<file path="src/rtl/tuple_char_field_compressor_core_macros.svh">
// Assertion helpers for the character field compressor.
`ifndef TUPLE_CHAR_FIELD_COMPRESSOR_CORE_MACROS_SVH
`define TUPLE_CHAR_FIELD_COMPRESSOR_CORE_MACROS_SVH

`ifndef SYNTHESIS
`define TCFC_ASSERT_IMPLY(label, ante, cons) \
  label: assert property (@(posedge clk) disable iff (rst) (ante) |-> (cons)) \
    else $error("tcfc: same-cycle check failed");
`define TCFC_ASSERT_NEXT(label, ante, cons) \
  label: assert property (@(posedge clk) disable iff (rst) (ante) |=> (cons)) \
    else $error("tcfc: next-cycle check failed");
`else
`define TCFC_ASSERT_IMPLY(label, ante, cons)
`define TCFC_ASSERT_NEXT(label, ante, cons)
`endif

`endif

</file>
<file path="src/rtl/tcfc_pkg.sv">
package tcfc_pkg;

  localparam int LEN_W     = 11;
  localparam int MID_DEPTH = 4;
  localparam int OUT_DEPTH = 2;

  localparam logic [7:0] BLANK_CHAR = 8'h20;
  localparam logic [7:0] NUL_CHAR   = 8'h00;

  typedef enum logic [1:0] {
    CLS_RAW   = 2'd0,
    CLS_NUL   = 2'd1,
    CLS_BLANK = 2'd2,
    CLS_TEXT  = 2'd3
  } cls_t;

  typedef struct packed {
    cls_t       cls;
    logic       fld_end;
    logic       rec_end;
    logic [7:0] data;
  } item_t;

  typedef struct packed {
    logic [7:0]       blank_run;
    logic [7:0]       out_byte;
    logic             emit;
    logic [LEN_W-1:0] record_length;
    logic             record_done;
  } res_t;

endpackage

</file>
<file path="src/rtl/tcfc_fifo.sv">
// DEPTH must be a power of two so the pointers wrap on their own.
module tcfc_fifo #(
  parameter int DEPTH = 2,
  parameter int WIDTH = 8
) (
  input  logic             clk,
  input  logic             rst,
  input  logic             push,
  input  logic [WIDTH-1:0] wdata,
  output logic             full,
  input  logic             pop,
  output logic [WIDTH-1:0] rdata,
  output logic             empty
);

  localparam int AW = (DEPTH > 1) ? $clog2(DEPTH) : 1;

  logic [WIDTH-1:0] slots [DEPTH];
  logic [AW-1:0]    wr_ptr;
  logic [AW-1:0]    rd_ptr;
  logic [AW:0]      count;
  logic             do_push;
  logic             do_pop;

  assign full    = (count == (AW+1)'(DEPTH));
  assign empty   = (count == '0);
  assign do_push = push && !full;
  assign do_pop  = pop && !empty;
  assign rdata   = slots[rd_ptr];

  always_ff @(posedge clk) begin
    if (rst) begin
      wr_ptr <= '0;
      rd_ptr <= '0;
      count  <= '0;
    end else begin
      if (do_push) begin
        wr_ptr <= wr_ptr + AW'(1);
      end
      if (do_pop) begin
        rd_ptr <= rd_ptr + AW'(1);
      end
      if (do_push && !do_pop) begin
        count <= count + (AW+1)'(1);
      end else if (do_pop && !do_push) begin
        count <= count - (AW+1)'(1);
      end
    end
  end

  always_ff @(posedge clk) begin
    if (do_push) begin
      slots[wr_ptr] <= wdata;
    end
  end

endmodule

</file>
<file path="src/rtl/tcfc_front.sv">
module tcfc_front (
  input  logic               push,
  input  logic               full,
  input  logic [7:0]         data_byte,
  input  logic               char_field,
  input  logic               field_last,
  input  logic               record_last,
  output logic               item_push,
  output tcfc_pkg::item_t    item
);

  assign item_push = push && !full;

  always_comb begin
    item.data    = data_byte;
    item.rec_end = record_last;
    // record end also closes the field
    item.fld_end = field_last || record_last;
    if (!char_field) begin
      item.cls = tcfc_pkg::CLS_RAW;
    end else if (data_byte == tcfc_pkg::NUL_CHAR) begin
      item.cls = tcfc_pkg::CLS_NUL;
    end else if (data_byte == tcfc_pkg::BLANK_CHAR) begin
      item.cls = tcfc_pkg::CLS_BLANK;
    end else begin
      item.cls = tcfc_pkg::CLS_TEXT;
    end
  end

endmodule

</file>
<file path="src/rtl/tcfc_back.sv">
`include "tuple_char_field_compressor_core_macros.svh"

module tcfc_back #(
  parameter int MAX_RECORD_BYTES = 1024,
  parameter int MAX_FIELD_BYTES  = 255
) (
  input  logic            clk,
  input  logic            rst,
  input  tcfc_pkg::item_t item,
  input  logic            item_valid,
  output logic            item_take,
  input  logic            res_full,
  output logic            res_push,
  output tcfc_pkg::res_t  res
);

  localparam int CNT_W = $clog2(MAX_RECORD_BYTES + 1);
  localparam int SUM_W = ((CNT_W > 9) ? CNT_W : 9) + 1;
  localparam int EXT_W = (CNT_W > tcfc_pkg::LEN_W) ? CNT_W : tcfc_pkg::LEN_W;

  logic [7:0]       pending;
  logic             skip;
  logic [CNT_W-1:0] count;

  logic [7:0]       pending_next;
  logic             skip_next;
  logic [CNT_W-1:0] count_next;
  logic             emit;
  logic [7:0]       run;
  logic [7:0]       ob;
  logic [SUM_W-1:0] sum;
  logic [CNT_W-1:0] count_upd;
  logic [EXT_W-1:0] count_ext;

  assign item_take = item_valid && !res_full;
  assign res_push  = item_take;

  always_comb begin
    emit         = 1'b0;
    run          = '0;
    ob           = '0;
    pending_next = pending;
    skip_next    = skip;
    case (item.cls)
      tcfc_pkg::CLS_RAW: begin
        emit         = 1'b1;
        ob           = item.data;
        pending_next = '0;
        skip_next    = 1'b0;
      end
      tcfc_pkg::CLS_NUL: begin
        if (skip) begin
          skip_next = !item.fld_end;
        end else begin
          emit         = 1'b1;
          ob           = tcfc_pkg::NUL_CHAR;
          pending_next = '0;
          skip_next    = !item.fld_end;
        end
      end
      tcfc_pkg::CLS_BLANK: begin
        if (skip) begin
          skip_next = !item.fld_end;
        end else if (item.fld_end) begin
          // drop trailing blanks, terminate the field
          emit         = 1'b1;
          ob           = tcfc_pkg::NUL_CHAR;
          pending_next = '0;
        end else if (pending < 8'(MAX_FIELD_BYTES)) begin
          pending_next = pending + 8'd1;
        end
      end
      tcfc_pkg::CLS_TEXT: begin
        if (skip) begin
          skip_next = !item.fld_end;
        end else begin
          emit         = 1'b1;
          run          = pending;
          ob           = item.data;
          pending_next = '0;
        end
      end
      default: begin
        emit = 1'b0;
      end
    endcase
  end

  // saturate the record length
  always_comb begin
    sum = SUM_W'(count) + SUM_W'(run) + SUM_W'(1);
    if (!emit) begin
      count_upd = count;
    end else if (sum > SUM_W'(MAX_RECORD_BYTES)) begin
      count_upd = CNT_W'(MAX_RECORD_BYTES);
    end else begin
      count_upd = sum[CNT_W-1:0];
    end
    count_ext  = EXT_W'(count_upd);
    count_next = item.rec_end ? '0 : count_upd;
  end

  always_comb begin
    res.blank_run     = run;
    res.out_byte      = ob;
    res.emit          = emit;
    res.record_length = count_ext[tcfc_pkg::LEN_W-1:0];
    res.record_done   = item.rec_end;
  end

  always_ff @(posedge clk) begin
    if (rst) begin
      pending <= '0;
      skip    <= 1'b0;
      count   <= '0;
    end else if (item_take) begin
      pending <= item.rec_end ? 8'd0 : pending_next;
      skip    <= item.rec_end ? 1'b0 : skip_next;
      count   <= count_next;
    end
  end

  `TCFC_ASSERT_IMPLY(a_pending_max, 1'b1, pending <= 8'(MAX_FIELD_BYTES))
  `TCFC_ASSERT_IMPLY(a_count_max, 1'b1, count <= CNT_W'(MAX_RECORD_BYTES))
  `TCFC_ASSERT_NEXT(a_record_clear, item_take && item.rec_end, count == '0 && pending == '0 && !skip)
  `TCFC_ASSERT_IMPLY(a_silent_zero, item_take && !emit, run == '0 && ob == '0)

endmodule

</file>
<file path="src/rtl/tuple_char_field_compressor_core.sv">
// Character field compressor for a stream of record bytes.
// Input queue: drive data_byte with its flags and raise push; the byte is taken
// on a rising edge with push high and full low. One byte may enter every cycle while full is low.
// Result queue: while empty is low the oldest result sits on blank_run, out_byte,
// emit, record_length and record_done; raise pop to take it. Every input byte
// gives exactly one result, in order; emit low marks a byte that writes nothing.
// A taken byte passes through the classify queue and the back stage into the
// result queue, and its result can be popped once it shows at the head.
// Throughput is one byte per cycle while the result queue is not full; the back
// stage updates its state for each byte it takes.
// The classify queue holds four bytes and the result queue two, so a stalled
// reader backs up the back stage first, then the front, and finally raises full.
// Nothing is lost or repeated while either side stalls.
// Reset (rst, synchronous) empties both queues and clears the pending blank
// count, the skip flag and the record length; no clearing pass is needed.
module tuple_char_field_compressor_core #(
  parameter int MAX_RECORD_BYTES = 1024,
  parameter int MAX_FIELD_BYTES  = 255
) (
  input  logic        clk,
  input  logic        rst,
  input  logic        push,
  output logic        full,
  input  logic [7:0]  data_byte,
  input  logic        char_field,
  input  logic        field_last,
  input  logic        record_last,
  input  logic        pop,
  output logic        empty,
  output logic [7:0]  blank_run,
  output logic [7:0]  out_byte,
  output logic        emit,
  output logic [10:0] record_length,
  output logic        record_done
);

  localparam int ITEM_W = $bits(tcfc_pkg::item_t);
  localparam int RES_W  = $bits(tcfc_pkg::res_t);

  tcfc_pkg::item_t front_item;
  tcfc_pkg::item_t back_item;
  tcfc_pkg::res_t  back_res;
  tcfc_pkg::res_t  head_res;
  logic            front_push;
  logic            mid_empty;
  logic            back_take;
  logic            res_full;
  logic            res_push;

  tcfc_front u_front (
    .push        (push),
    .full        (full),
    .data_byte   (data_byte),
    .char_field  (char_field),
    .field_last  (field_last),
    .record_last (record_last),
    .item_push   (front_push),
    .item        (front_item)
  );

  tcfc_fifo #(
    .DEPTH (tcfc_pkg::MID_DEPTH),
    .WIDTH (ITEM_W)
  ) u_mid_q (
    .clk   (clk),
    .rst   (rst),
    .push  (front_push),
    .wdata (front_item),
    .full  (full),
    .pop   (back_take),
    .rdata (back_item),
    .empty (mid_empty)
  );

  tcfc_back #(
    .MAX_RECORD_BYTES (MAX_RECORD_BYTES),
    .MAX_FIELD_BYTES  (MAX_FIELD_BYTES)
  ) u_back (
    .clk        (clk),
    .rst        (rst),
    .item       (back_item),
    .item_valid (!mid_empty),
    .item_take  (back_take),
    .res_full   (res_full),
    .res_push   (res_push),
    .res        (back_res)
  );

  tcfc_fifo #(
    .DEPTH (tcfc_pkg::OUT_DEPTH),
    .WIDTH (RES_W)
  ) u_res_q (
    .clk   (clk),
    .rst   (rst),
    .push  (res_push),
    .wdata (back_res),
    .full  (res_full),
    .pop   (pop),
    .rdata (head_res),
    .empty (empty)
  );

  assign blank_run     = head_res.blank_run;
  assign out_byte      = head_res.out_byte;
  assign emit          = head_res.emit;
  assign record_length = head_res.record_length;
  assign record_done   = head_res.record_done;

endmodule

</file>
<file path="config.mk">
export PLATFORM = sky130hd
export DESIGN_NAME = tuple_char_field_compressor_core
export DESIGN_NICKNAME = d
export VERILOG_FILES = /design/src/rtl/tcfc_pkg.sv /design/src/rtl/tcfc_fifo.sv /design/src/rtl/tcfc_front.sv /design/src/rtl/tcfc_back.sv /design/src/rtl/tuple_char_field_compressor_core.sv
export VERILOG_INCLUDE_DIRS = /design/src /design/src/rtl
export SDC_FILE = /design/constraint.sdc
export NUM_CORES = 1
export LEC_CHECK = 0
export BUFFER_PORTS_ARGS = -buffer_cell sky130_fd_sc_hd__buf_2
export CAP_MARGIN = 10
export CORE_UTILIZATION = 64
export DETAILED_ROUTE_END_ITERATION = 10
export GPL_ROUTABILITY_DRIVEN = 0
export GPL_TIMING_DRIVEN = 0
export HOLD_SLACK_MARGIN = 0.03
export PLACE_DENSITY = 0.84
export SETUP_SLACK_MARGIN = 0.2
export SLEW_MARGIN = 20
export SYNTH_ARGS = -nofsm -noshare
export SYNTH_HDL_FRONTEND = slang
export SYNTH_SLANG_ARGS = --single-unit
</file>
<file path="constraint.sdc">
create_clock -name clk -period 6.5 [get_ports clk]
set_input_delay 1.3 -clock clk [delete_from_list [all_inputs] [get_ports clk]]
set_output_delay 1.3 -clock clk [all_outputs]
set_load 0.005 [all_outputs]
</file>
# --- Word-level counts from Yosys, hierarchy flattened ---
# Memory sizes are Yosys's and may differ from the RTL's. A register that Yosys moved wholly into a read port is not among the register bits.
# Cells that the tools add are included.
op_classes:
  n_eq_ne: 9
  n_reduce_logical: 30
  n_lt_le_gt_ge: 2
  muxes: 35
  addsub: 11
op_table:
  columns: ["operator", "n"]
  rows:
  - ["2-to-1 mux 8 bit", 8]
  - ["one-hot mux 8 bit (3 select lines)", 2]
  - ["2-to-1 mux 11 bit", 3]
  - ["adder 11 x 8 -> 12 bit", 1]
  - ["adder 12 x 1 -> 12 bit (second input constant)", 1]
  - ["> comparator 12 x 11 -> 1 bit (second input constant)", 1]
  - ["2-to-1 mux 1 bit", 12]
  - ["2-to-1 mux 2 bit", 6]
  - ["logical AND 1 bit", 10]
  - ["logical NOT 1 bit", 9]
  - ["adder 8 x 1 -> 8 bit (second input constant)", 1]
  - ["== test 8 x 6 -> 1 bit (second input constant)", 1]
  - ["logical NOT 8 bit", 1]
  - ["less-than comparator 8 bit (second input constant)", 1]
  - ["adder 2 x 1 -> 2 bit (second input constant)", 3]
  - ["== test 2 bit (second input constant)", 3]
  - ["2-to-1 mux 3 bit", 2]
  - ["!= test 3 x 2 -> 1 bit (second input constant)", 2]
  - ["one-hot mux 1 bit (3 select lines)", 2]
  - ["OR reduction 2 bit", 3]
  - ["logical NOT 2 bit", 2]
  - ["!= test 4 x 1 -> 1 bit (second input constant)", 1]
  - ["AND reduction 4 bit", 1]
  - ["nonzero test 2 bit", 2]
  - ["8 further kinds", 9]
word_totals:
  mem_bits_rw: 106
  inputBits: 15
  word_cells: 98
  ff_bits: 31
  mem_count: 2
memory_table:
  columns: ["name", "depth", "word_bits", "read_ports", "rd_clocked_by_memory_dff", "write_ports", "line_no", "rtl"]
  rows:
  - ["u_res_q.slots", 2, 29, 1, 1, 1, "tcfc_fifo.sv:18", "logic [WIDTH-1:0] slots [DEPTH];"]
  - ["u_mid_q.slots", 4, 12, 1, 1, 1, "tcfc_fifo.sv:18", null]

# --- Longest topological paths before layout ---
depth:
  depth_word: 8
  depth_mapped: 15

# --- Modules after synthesis ---
# Synthesis repeated with hierarchy kept, for this count alone.
unflattened:
  cells_unflattened: 458
  hier_area_um2: 6293.5
modules_own_cells:
  columns: ["module", "area_per_inst_um2", "cells_each", "n_inst", "seq_area_each_um2"]
  rows:
  - ["tcfc_fifo at u_res_q", 2306.0, 115, 1, 1841.8]
  - ["tcfc_fifo at u_mid_q", 2198.4, 110, 1, 1621.6]
  - ["tcfc_back", 1667.8, 215, 1, 400.4]
  - ["tcfc_front", 117.6, 17, 1, 0.0]
  - ["tuple_char_field_compressor_core", 3.8, 1, 1, 0.0]

# --- Worst setup path before layout ---
# OpenSTA, ideal clock, no wires.
synth_timing:
  path_type: "register to register"
  start: "register with a tool-made name"
  end: "memory u_res_q.slots[0][11] (netlist bit) (data pin)"
  stages_incl_launch_ff: 14
  arrival_ns: 3.203
  path_slack_ns: 3.025
  t_required_ns: 6.228
  synth_period_minus_slack_ns: 3.475
  setup_time_ns: 0.272
  cell_sequence: "dfxtp_1 -> buf_6 -> mux4_2 -> nand2_1 -> nor2_1 -> and2_1 -> ha_1 -> nor2b_1 -> o311ai_0 -> a21bo_2 -> a21oi_1 -> nor3_4 -> buf_4 -> a21oi_1"
synth_rtl:
  columns: ["item", "line_no"]
  rows:
  - ["end, declared", "tcfc_fifo.sv:18"]

==> metrics.md <==
| Metric | Value |
|---|---|
| Status | complete, but fails checks |
| Failing checks | DRC |
| Initial Utilization | 65.81% |
| Worst hold path type | register to register |
| Crit path capture | u_res_q.slots[0][11]$_DFFE_PP_ |
| Final core occ | 75.63% |
| Final setup fails | 0 |
| Placed cells | 570 |
| Worst-path maximum fanout | 10 |
| Buffers inserted by post-CTS timing repair | 0 |
| CP bufs+invs | 2 |
| Synthesized net count | 445 |
| Worst skew pair latency | 0.52 ns |
| Initial antenna violation count | 0 |
| Worst reg2reg endpoint | u_res_q.slots[0][11]$_DFFE_PP_ |
| Max-Cap Viols | 0 |
| Maximum vdd drop | 0.2866 mV |
| Top delay family on crit path | simple AND/OR/NAND/NOR gates |
| Reg2Reg Setup Slack | 2.07 ns |
| Post-Synthesis Cells | 413 |
| Final-report hold violation count | 0 |
| Vias per cell | 6.070 |
| GR Util All Layers | 24.78% |
| Die height | 99.25 um |
| Syn_area_per_cell | 14.65 sq um |
| # fillers | 537 |
| Critical path startpoint category | register |
| Die footprint | 9850 sq um |
| Layout cell share with drive strength beyond 1 | 25.36% |
| Mapped Area | 6052 sq um |
| #FFs+latches synth | 140 |
| Multi-input gate area | 2085 sq um |
| Io pins | 46 |
| Largest net degree at the start of global routing | 30 |
| Max Clock Skew | 0.008220 ns |
| Number of global-route vias before repair | 3706 |
| Std-Cell Rows | 35 |
| F_max | 0.2257 GHz |
| TritonCTS Buffers | 17 |
| Crit-path cells | buf_1 > mux4_2 > nand2_1 > nor2_1 > and2_1 > ha_1 > nor2b_1 > o311ai_0 > a21bo_2 > a21oi_1 > nor3_4 > buf_4 > a21oi_1 |
| Relative slew slack | 51.72% |
| Post-DP HPWL | 7246 um |
| Layout Cells excl Fill | 600 |
| Critical Path Max Stage Delay | 0.56 ns |
| CTS root buf | clkbuf_8 |
| Final WL | 11100 um |
| CTS tree | built |
| I/O Buffers | 45 |
| Final hold slack | 0.5070 ns |
| Core area | 9196 sq um |
| Ys async rst share | 0% |
| Critical path type | register to register |
| Antenna diodes | 0 |
| First-pass GRT wire length | 18070 um |
| Post-synth EDFFs | 106 |
| Final worst path period share | 68.15% |
| Overflow after GRT | 0 |
| R2r worst-path depth | 13 |
| Post-synth cell types | 53 |
| Xor and xnor area share after synthesis | 2.894% |
| Sequential area share after synthesis | 63.84% |
| Most frequent cells in the layout | 106 x edfxtp_1, 45 x buf_2, 35 x nor2_1 |
| CTS Hold Buffers Added | 0 |
| Final net count | 510 |
| Post-synth top flop | edfxtp_1 |
| Cell Pwr Density | 441.4 nW/um^2 |
| Min cycle time layout | 4.430 ns |
| Largest family of logic cells by synthesized area | multiplexers |
| Hold depth | 1 |
| Most frequent CP cell | a21oi_1 |
| Critical path's slowest cell | o311ai_0 |
| YS warnings | 0 |
| Cts repair resizes | 0 |
| Synth Area in Compound Gates | 7.856% |
| CTS H-tree depth | 4 |
| Die X | 99.25 um |
| Worst-margin pin slew | 0.7242 ns |
| Mux contribution to synthesized area | 10.69% |
| Req. time, crit path | 6.74 ns |
| Critical Path AT | 4.67 ns |
| DR DRC count | 2 |
| Vias | 3642 |
| Routed Antenna Nets | 0 |
| Critical Path Stages | 13 |
| Most common cell after layout, fill and taps aside | edfxtp_1 |
| Clk sinks | 140 |
| Unrepaired setup endpoints after global routing | false |
| Crit path capture type | register |
| Leak | 2.581 nW |
| Synth Area in Simple Gates | 8.973% |
| Drt first pass iters | 8 |
| Sequential cell area | 3864 sq um |
| Worst-case clock buffer depth | 2 |
| Final Max Slew Viols | 0 |
| Syn-to-layout area delta | 14.93% |
| Setup TNS Final | 0 ns |
| DR WL/cell | 18.50 um |
| Reg clk slew, reported paths | 0.06 ns |
| Synth Area in Adders | 3.763% |
| 1st-iter DRT viols | 206 |
==> metal layers <==
layer / global-route usage [%] / vias to the layer above / wire, um
li1: - / 1707 / -
met2: 41.13 / 111 / 5626
met4: 10.52 / 0 / 193
met1: 31.23 / 1806 / 4766
met3: 6.325 / 18 / 513
met5: 0 / - / 0
==> state kept, by name, summed over array words and instances (netlist names), named ones only <==
signal and cells:
u_mid_q.slots 48, u_res_q.rd_ptr 1, u_res_q.slots 58, u_back.pending 8, u_back.count 11, u_back.skip 1, u_mid_q.wr_ptr 2, u_res_q.wr_ptr 1
u_mid_q.count 3, u_mid_q.rd_ptr 2, u_res_q.count 2
==> how the worst min path moves through the flow <==
stage	slack, ns	endpoint	startpoint
4_1_cts	0.50	u_back.count[3]$_SDFFE_PP0P_	u_back.count[3]$_SDFFE_PP0P_
2_1_floorplan	0.46	u_back.count[0]$_SDFFE_PP0P_	u_back.count[0]$_SDFFE_PP0P_
5_1_grt	0.53	u_back.count[6]$_SDFFE_PP0P_	u_back.count[6]$_SDFFE_PP0P_
3_3_place_gp	0.47	u_back.count[0]$_SDFFE_PP0P_	u_back.count[0]$_SDFFE_PP0P_
6_report	0.51	u_back.count[7]$_SDFFE_PP0P_	u_back.count[7]$_SDFFE_PP0P_
3_5_place_dp	0.49	u_mid_q.count[2]$_SDFFE_PP0P_	u_mid_q.count[2]$_SDFFE_PP0P_
==> power breakdown <==
part           total (W)  switching, W  internal, W
registers        0.00132     0.0000852      0.00123
logic           0.000952      0.000539     0.000413
clock network   0.000802      0.000343     0.000460
total            0.00307      0.000967      0.00210
==> per-stage QoR <==
stage | setup WS, ns | power [W] | area [sq um]
after global routing | 1.818 | 0.003235 | 6955
after floorplan | 3.025 | 0.001937 | 6052
after detailed placement | 2.156 | 0.002268 | 6452
after global placement | 2.225 | 0.002193 | 6416
after CTS | 2.083 | 0.003080 | 6948
final | 2.070 | 0.003070 | 6955
==> synthesized netlist by cell type, drive strengths merged (6+ instances only) <==
cell type / count / area [sq um]
a22o: 9 / 78.83
a32o: 10 / 100.1
mux2: 29 / 326.6
a21oi: 12 / 60.06
nand2: 14 / 52.55
and2: 13 / 81.33
dfxtp: 34 / 680.7
buf: 6 / 37.53
o21ai: 8 / 40.04
ha: 15 / 187.7
mux4: 12 / 300.3
nor2: 38 / 147.6
edfxtp: 106 / 3183
inv: 16 / 60.06
xor2: 9 / 78.83
nor3: 6 / 41.29
nor2b: 11 / 68.82
clkbuf: 6 / 22.52
xnor2: 11 / 96.34
==> area by class of cell <==
cell class	instances	area share, %
clock inverter	12	1.115
sequential	140	55.55
clock buffer	18	6.008
multi-input combinational	245	29.97
timing repair buffer	46	3.634
buffer	12	0.8635
tap	111	1.997
inverter	16	0.8635
==> logic make-up after synthesis <==
logic type | Yosys count
xor gates and xnor gates | 20
buffers and inverters | 28
adders and majority gates | 17
DFF | 140
muxes | 43
AOI/OAI and AO/OA | 61
and+or+nand+nor | 104
Note: power is estimated with default switching activity, not from simulation.
